$ cat config.mk
export PLATFORM = sky130hd
export DESIGN_NAME = deadline_health_monitor_table_core
export DESIGN_NICKNAME = d
export VERILOG_FILES = /design/src/hw/rtl/dhmt_pkg.sv /design/src/hw/rtl/dhmt_table.sv /design/src/hw/rtl/dhmt_eval.sv /design/src/hw/rtl/deadline_health_monitor_table_core.sv
export SDC_FILE = /design/constraint.sdc
export NUM_CORES = 2
export LEC_CHECK = 0
export ABC_AREA = 0
export BUFFER_PORTS_ARGS = -buffer_cell sky130_fd_sc_hd__buf_2
export CORE_ASPECT_RATIO = 2
export CORE_MARGIN = 2
export CORE_UTILIZATION = 56
export DETAILED_ROUTE_END_ITERATION = 6
export PLACE_DENSITY = 0.75
export SYNTH_ARGS = -nofsm -noshare
export SYNTH_HDL_FRONTEND = slang
export SYNTH_SLANG_ARGS = --single-unit
export TNS_END_PERCENT = 50
$ cat constraint.sdc
create_clock -name clk -period 7.3 [get_ports clk]
set_clock_uncertainty 0.15 [all_clocks]
set_input_delay 0.365 -clock clk [delete_from_list [all_inputs] [get_ports clk]]
set_output_delay 0.365 -clock clk [all_outputs]
set_load 0.01 [all_outputs]
$ cat src/hw/rtl/dhmt_pkg.sv
// ----------------------------------------------------------------------------
// dhmt_pkg
// Shared types and codes for the deadline health monitor table.
// ----------------------------------------------------------------------------
`default_nettype none

package dhmt_pkg;

  // Request type codes
  localparam logic [1:0] REQ_REGISTER = 2'd0;
  localparam logic [1:0] REQ_TOUCH    = 2'd1;
  localparam logic [1:0] REQ_POLL     = 2'd2;
  localparam logic [1:0] REQ_SPARE    = 2'd3;

  // Status codes
  localparam logic [1:0] ST_OK            = 2'd0;
  localparam logic [1:0] ST_EXPIRY        = 2'd1;
  localparam logic [1:0] ST_FULL          = 2'd2;
  localparam logic [1:0] ST_ZERO_DEADLINE = 2'd3;

  // Event kind codes
  localparam logic EV_EXPIRY = 1'b0;
  localparam logic EV_STATUS = 1'b1;

  typedef struct packed {
    logic [1:0]  req_type;
    logic [31:0] task_key;
    logic [31:0] limit_ms;
    logic [31:0] now_ms;
  } in_word_t;

  typedef struct packed {
    logic        event_kind;
    logic [31:0] report_key;
    logic [1:0]  status;
    logic        last;
  } out_word_t;

  // One table entry as read from the store
  typedef struct packed {
    logic [31:0] key;
    logic [31:0] deadline;
    logic [31:0] touch_time;
    logic        expired;
  } entry_t;

  // Per-field write enables into the table
  typedef struct packed {
    logic key;
    logic deadline;
    logic touch_time;
    logic expired;
  } tbl_wr_t;

  // Result of evaluating one entry against the current request
  typedef struct packed {
    logic key_hit;
    logic overdue;
  } eval_t;

  typedef enum logic [1:0] {
    S_IDLE,
    S_SCAN,
    S_STATUS
  } state_t;

endpackage

`default_nettype wire

$ cat src/hw/rtl/dhmt_table.sv
// ----------------------------------------------------------------------------
// dhmt_table
// Entry store: one write port with per-field enables, one registered read.
// ----------------------------------------------------------------------------
`default_nettype none

module dhmt_table #(
  parameter int TABLE_DEPTH = 16,
  parameter int IW          = 4
) (
  input  wire                  clk,
  input  wire dhmt_pkg::tbl_wr_t wr_en,
  input  wire [IW-1:0]         wr_addr,
  input  wire dhmt_pkg::entry_t  wr_data,
  input  wire [IW-1:0]         rd_addr,
  output dhmt_pkg::entry_t       rd_data
);
  import dhmt_pkg::*;

  logic [31:0] key_mem      [TABLE_DEPTH];
  logic [31:0] deadline_mem [TABLE_DEPTH];
  logic [31:0] touch_mem    [TABLE_DEPTH];
  logic        expired_mem  [TABLE_DEPTH];

  entry_t rd_data_r;

  // Write the enabled fields of one entry
  always_ff @(posedge clk) begin
    if (wr_en.key)        key_mem[wr_addr]      <= wr_data.key;
    if (wr_en.deadline)   deadline_mem[wr_addr] <= wr_data.deadline;
    if (wr_en.touch_time) touch_mem[wr_addr]    <= wr_data.touch_time;
    if (wr_en.expired)    expired_mem[wr_addr]  <= wr_data.expired;
  end

  // Read one entry per cycle
  always_ff @(posedge clk) begin
    rd_data_r.key        <= key_mem[rd_addr];
    rd_data_r.deadline   <= deadline_mem[rd_addr];
    rd_data_r.touch_time <= touch_mem[rd_addr];
    rd_data_r.expired    <= expired_mem[rd_addr];
  end

  assign rd_data = rd_data_r;

endmodule

`default_nettype wire

$ cat src/hw/rtl/dhmt_eval.sv
// ----------------------------------------------------------------------------
// dhmt_eval
// Shared compare unit: key match and wrapping-age deadline check of one entry.
// ----------------------------------------------------------------------------
`default_nettype none

module dhmt_eval (
  input  wire [31:0]           req_key,
  input  wire [31:0]           now_ms,
  input  wire dhmt_pkg::entry_t  entry,
  output dhmt_pkg::eval_t        result
);
  import dhmt_pkg::*;

  logic [31:0] age;

  // Age wraps modulo 2^32; overdue only when strictly past the deadline
  always_comb begin
    age            = now_ms - entry.touch_time;
    result.key_hit = (entry.key == req_key);
    result.overdue = !entry.expired && (age > entry.deadline);
  end

endmodule

`default_nettype wire

$ cat src/hw/rtl/deadline_health_monitor_table_core.sv
// ----------------------------------------------------------------------------
// deadline_health_monitor_table_core
// Task watchdog table: register, touch and poll requests over a walked store.
//
//   channel | direction | handshake          | word
//   in_     | input     | in_valid/in_ready  | in_word_t (req, key, deadline, now)
//   out_    | output    | out_valid/out_ready| out_word_t (kind, key, status, last)
//
// A request is accepted, then walks the table entry by entry, as the table has
// a single read port (at least one entry, at most TABLE_DEPTH), then emits the
// status word. Zero-deadline register requests and unused requests skip the
// walk. A stalled result port holds a poll walk at the current overdue entry
// and holds back the status word. Reset empties the table at once.
// ----------------------------------------------------------------------------
`default_nettype none

module deadline_health_monitor_table_core #(
  parameter int TABLE_DEPTH = 16
) (
  input  wire                   clk,
  input  wire                   rst_n,
  input  wire                   in_valid,
  output logic                  in_ready,
  input  wire dhmt_pkg::in_word_t in_word,
  output logic                  out_valid,
  input  wire                   out_ready,
  output dhmt_pkg::out_word_t     out_word
);
  import dhmt_pkg::*;

  localparam int IW = (TABLE_DEPTH > 1) ? $clog2(TABLE_DEPTH) : 1;
  localparam int CW = $clog2(TABLE_DEPTH + 1);

  state_t      state_r, state_nxt;
  logic [IW-1:0] idx_r, idx_nxt;
  logic [CW-1:0] count_r, count_nxt;
  logic [1:0]  st_r, st_nxt;
  logic [1:0]  req_r;
  logic [31:0] key_r, deadline_r, now_r;

  logic      out_valid_r;
  out_word_t out_word_r;
  logic      out_free;
  logic      load_rpt, load_sts;

  tbl_wr_t       wr_en;
  logic [IW-1:0] wr_addr;
  entry_t        wr_data;
  entry_t        rd_data;
  eval_t         ev;
  logic          have, is_last;

  dhmt_table #(
    .TABLE_DEPTH(TABLE_DEPTH),
    .IW         (IW)
  ) u_table (
    .clk    (clk),
    .wr_en  (wr_en),
    .wr_addr(wr_addr),
    .wr_data(wr_data),
    .rd_addr(idx_nxt),
    .rd_data(rd_data)
  );

  dhmt_eval u_eval (
    .req_key(key_r),
    .now_ms (now_r),
    .entry  (rd_data),
    .result (ev)
  );

  assign out_free  = !out_valid_r || out_ready;
  assign in_ready  = (state_r == S_IDLE);
  assign out_valid = out_valid_r;
  assign out_word  = out_word_r;
  assign have      = (count_r != '0);
  assign is_last   = !have || ((CW'(idx_r) + CW'(1)) == count_r);

  // Sequence the walk and decide writes and emitted words
  always_comb begin
    state_nxt  = state_r;
    idx_nxt    = idx_r;
    count_nxt  = count_r;
    st_nxt     = st_r;
    wr_en      = '0;
    wr_addr    = idx_r;
    wr_data.key        = key_r;
    wr_data.deadline   = deadline_r;
    wr_data.touch_time = now_r;
    wr_data.expired    = 1'b0;
    load_rpt   = 1'b0;
    load_sts   = 1'b0;
    case (state_r)
      S_IDLE: begin
        idx_nxt = '0;
        if (in_valid) begin
          st_nxt = ST_OK;
          if (in_word.req_type == REQ_REGISTER && in_word.limit_ms == '0) begin
            st_nxt    = ST_ZERO_DEADLINE;
            state_nxt = S_STATUS;
          end else if (in_word.req_type inside {REQ_REGISTER, REQ_TOUCH, REQ_POLL}) begin
            state_nxt = S_SCAN;
          end else begin
            state_nxt = S_STATUS;
          end
        end
      end
      S_SCAN: begin
        case (req_r)
          REQ_REGISTER: begin
            if (have && ev.key_hit) begin
              wr_en.deadline = 1'b1;
              state_nxt      = S_STATUS;
            end else if (is_last) begin
              if (count_r != CW'(TABLE_DEPTH)) begin
                wr_en     = '1;
                wr_addr   = count_r[IW-1:0];
                count_nxt = count_r + CW'(1);
              end else begin
                st_nxt = ST_FULL;
              end
              state_nxt = S_STATUS;
            end else begin
              idx_nxt = idx_r + IW'(1);
            end
          end
          REQ_TOUCH: begin
            if (have && ev.key_hit) begin
              wr_en.touch_time = 1'b1;
              wr_en.expired    = 1'b1;
              state_nxt        = S_STATUS;
            end else if (is_last) begin
              state_nxt = S_STATUS;
            end else begin
              idx_nxt = idx_r + IW'(1);
            end
          end
          REQ_POLL: begin
            if (have && ev.overdue) begin
              // Hold the walk on this entry until the result port is free
              if (out_free) begin
                load_rpt        = 1'b1;
                wr_en.expired   = 1'b1;
                wr_data.expired = 1'b1;
                st_nxt          = ST_EXPIRY;
                if (is_last) state_nxt = S_STATUS;
                else         idx_nxt   = idx_r + IW'(1);
              end
            end else if (is_last) begin
              state_nxt = S_STATUS;
            end else begin
              idx_nxt = idx_r + IW'(1);
            end
          end
          default: state_nxt = S_STATUS;
        endcase
      end
      S_STATUS: begin
        idx_nxt = '0;
        if (out_free) begin
          load_sts  = 1'b1;
          state_nxt = S_IDLE;
        end
      end
      default: state_nxt = S_IDLE;
    endcase
  end

  // Control registers
  always_ff @(posedge clk) begin
    if (!rst_n) begin
      state_r <= S_IDLE;
      idx_r   <= '0;
      count_r <= '0;
      st_r    <= ST_OK;
    end else begin
      state_r <= state_nxt;
      idx_r   <= idx_nxt;
      count_r <= count_nxt;
      st_r    <= st_nxt;
    end
  end

  // Capture the request word on accept
  always_ff @(posedge clk) begin
    if (in_valid && in_ready) begin
      req_r      <= in_word.req_type;
      key_r      <= in_word.task_key;
      deadline_r <= in_word.limit_ms;
      now_r      <= in_word.now_ms;
    end
  end

  // Output register: load a report or the status, drop on take
  always_ff @(posedge clk) begin
    if (!rst_n) begin
      out_valid_r <= 1'b0;
    end else if (load_rpt || load_sts) begin
      out_valid_r <= 1'b1;
    end else if (out_ready) begin
      out_valid_r <= 1'b0;
    end
  end

  always_ff @(posedge clk) begin
    if (load_rpt) begin
      out_word_r.event_kind <= EV_EXPIRY;
      out_word_r.report_key <= rd_data.key;
      out_word_r.status     <= ST_EXPIRY;
      out_word_r.last       <= 1'b0;
    end else if (load_sts) begin
      out_word_r.event_kind <= EV_STATUS;
      out_word_r.report_key <= '0;
      out_word_r.status     <= st_r;
      out_word_r.last       <= 1'b1;
    end
  end

`ifndef SYNTHESIS
  a_count_bound: assert property (@(posedge clk) disable iff (!rst_n)
    count_r <= CW'(TABLE_DEPTH))
    else $error("entry count beyond table depth");

  a_status_ends: assert property (@(posedge clk) disable iff (!rst_n)
    load_sts |=> (state_r == S_IDLE) && out_valid_r && out_word_r.last)
    else $error("status word did not end the request");

  a_write_in_walk: assert property (@(posedge clk) disable iff (!rst_n)
    (wr_en != '0) |-> (state_r == S_SCAN))
    else $error("table write outside the walk");

  a_load_free: assert property (@(posedge clk) disable iff (!rst_n)
    (load_rpt || load_sts) |-> out_free)
    else $error("result word loaded over a pending word");
`endif

endmodule

`default_nettype wire

==> reports/results.ini <==
[yosys]
synth.distinct_cells=70
synth_fa_ha_area_share_pct=1.20
synthXorXnorAreaFrac_pct=0.868
synth_edf_count=1682
syn_avg_cell_area_sq_um=17.9
synth_mux_area_share_pct=12.1
synth_cells=3933
synth_top_family_by_area=multiplexers
ys_seq_area_share_pct=75.2
synth_ff_type=edfxtp_1
synth-simple-area-share_pct=3.14
yosysWarnings=0
syn_area_sq_um=70200
ys_seq_elements=1796
syn_nets=4102
synth_compound_area_share_pct=5.80
async_flop_share_pct=0

[worst_hold_path]
hold_end=state_r[1]
hp-start=in_valid
hold_class=in2reg
min_delay_path_depth=5

[power]
power.leakage_uw=0.0276
power.switching_uw=4250
power.density_nw_per_um2=255
pwr-share-comb_pct=4.3
pwr-share-clk_pct=39.0
seqPwrFrac_pct=56.7
swShare_pct=20.8
vdd_drop_max_v=0.000210
intPower_uw=16200

[drt]
wl_um=170000
drc_errors=0
post_drt_wl_per_cell_um=28.1
viasPerCell=6.26
routed.top_layer=met4
drt_iter0_drc=3949
route.met2.wl_um=87900
met3_length_um=10900
vias=38000
firstDrtPassIters=5
m1WireLength_um=63900
ant_nets=0

[worst_setup_path]
crit_fanout=32
start_kind=flip-flop
rr_startpoint=now_r[1]
crit_type=reg2reg
worstSetupEndpointType=flip-flop
required_ns=7.87
arrival_ns=7.33
ff2ff_setup_slack_ns=0.54
reg2reg_depth=26
rr_endpoint=u_table.rd_data[77]

[place]
hpwl_um=95400
gp_congestion=0.930
place_area_sq_um=74200
numPortBuffers=139

[clock_network]
htree_levels=4
cts_sinks=1796
clock-root-buffer=clkbuf_16
clockBufferDepth=3
numCtsBuffers=146
cts_tree=built
path_clk_slew_ns=0.07
clk_latency_ns=0.79

[global_route]
grt_pass1_vias=38700
grt_max_degree=67
antenna_found_initial=2
gr-total-overflow=0
grt_usage_pct=26.5
grt_pass1_wl_um=247000

[sta]
slew_headroom_pct=28.0
tightest_slew_ns=1.08
min_period_ns=6.76
fmax_mhz=148
fin_tns_setup_ns=0
rsz0062_at_grt=false
fin_crit_sh_pct=92.6
setup_viol=0
hold_viol=0
slew_viol_final=0

[floorplanning]
die_h_um=505
rows=183
design.core.area_sq_um=124000
ios=140
start_util_pct=56.5
die_x_um=254
die_area_sq_um=128000

[outcome]
status=complete, no violations

[final_layout]
fin_area_sq_um=80200
finalNetCount=4457
drive_above_1_share_pct=26.6
most-common-layout-cells=edfxtp_1, mux2_2, a22oi_1, mux2i_1, clkbuf_16
final_common_cell=edfxtp_1
syn_to_final_growth_pct=14.2
fillers=8356

[run]
cap_viol_max_count=0

## state kept, by name (all words and copies together) (netlist names)
register / flops
st_r: 2
key_r: 32
now_r: 32
u_table.touch_mem: 512
u_table.key_mem: 512
u_table.rd_data: 97
deadline_r: 32
u_table.deadline_mem: 512
u_table.expired_mem: 16
state_r: 2
out_valid: 1
count_r: 5
req_r: 2
idx_r: 4
out_word: 35
## power groups by stage
stage,combinational (uW),sequential [uW],clock [uW]
detailed placement,820,11800,0
global placement,806,11800,0
global route,953,11600,8380
floorplan,520,11700,0
CTS,870,11600,8050
finish,885,11600,7960
## layout make-up
cell class              instances  area [sq um]  area share (%)
well taps                    1665          2080            2.60
multi-input cells            1868         16700            20.9
flip-flops and latches       1796         52800            65.8
repair buffers                398          3470            4.32
clock inverters                72           817            1.02
diodes                          1          2.50         0.00312
inverters                      78           293           0.365
clock buffers                 197          4010            5.00
## metrics by stage
stage / total power [uW] / setup slack (ns) / instances / hold WS, ns / utilization [%]
floorplan: 12200 / 0.295 / 3933 / 0.276 / -
global placement: 12600 / 0.346 / 5701 / 0.331 / 59.7
detailed placement: 12600 / 0.266 / 5701 / 0.347 / 59.7
CTS: 20500 / 0.257 / 6070 / 0.0413 / 64.4
global route: 20900 / 0.0365 / 6075 / 0.130 / 64.5
finish: 20400 / 0.541 / 6075 / 0.103 / 64.5
## worst max-delay path: stages, from the launching register on
cell      delay (ns)
edfxtp_1        0.49
ha_1            0.32
nor2b_1         0.12
o21ai_0         0.20
a21boi_0        0.18
o21ai_0         0.24
a21o_1          0.23
o22ai_1         0.15
buf_4           0.18
a221o_1         0.41
a211oi_1        0.29
o21ai_0         0.14
xor2_1          0.18
ha_1            0.34
nand4_1         0.21
nor4_2          0.35
a21boi_0        0.12
a21boi_2        0.20
o31ai_1         0.32
buf_4           0.18
and2_1          0.15
buf_4           0.12
a22oi_1         0.07
and3b_4         0.68
buf_12          0.33
a22oi_1         0.15
nand4_1         0.11
## what timing repair did
| action | in CTS | in global routing |
|---|---|---|
| setup endpoints to repair | 0 | 97 |
| resized for setup | 0 | 12 |
| endpoints found under the hold margin | 112 | 0 |
| buffers inserted | 0 | 1 |
| hold buffers | 100 | 0 |
## cells in the mapped netlist (4+ instances only)
master    instances  area (sq um)
inv_1            78           293
a22oi_1         295          2210
nand3b_1          4          30.0
ha_1             66           826
nor3b_1           5          37.5
nand2b_1          8          50.1
a21o_1           17           128
o22a_1           97           850
a21boi_0          5          37.5
and3_1            8          50.1
and2_1           41           257
or3_1             4          25.0
buf_1            25          93.8
nor2b_1          17           106
mux2i_1         196          1960
buf_2            90           450
xor2_1           41           359
nor4_1           18           113
nand2_1          40           150
xnor2_1          26           228
buf_4             6          45.0
mux2_2          582          6550
o21a_1            5          37.5
dfxtp_1         114          2280
nor2_1          106           398
nor3_1           22           110
a211oi_1          7          52.6
or2_2             5          31.3
clkbuf_1         69           259
nand4_1         111           694
nand3_1          12          60.1
edfxtp_1       1682         50500
a21oi_1          49           245
o21ai_0          22           110
## layer usage
layer | track usage [%] | up-vias
met5 | 0 | -
met4 | 11.6 | 0
met3 | 3.42 | 441
met2 | 46.0 | 1607
met1 | 33.3 | 19600
li1 | - | 16300
## kinds of logic after synthesis
group	after synthesis
flops	1796
mux	778
compound gates	543
simple gates	411
buf+inv	270
xor+xnor	68
fa+ha+maj	67
## worst max path at each step
stage,start,end,depth (start not counted)
3_3_place_gp,now_r[0],u_table.rd_data[90],29
3_5_place_dp,now_r[0],u_table.rd_data[90],29
2_1_floorplan,count_r[0],u_table.touch_mem[8][0],12
4_1_cts,now_r[0],u_table.rd_data[90],29
6_report,now_r[1],u_table.rd_data[77],26
5_1_grt,now_r[1],u_table.rd_data[66],25
Power figures use the tool's default switching activity.
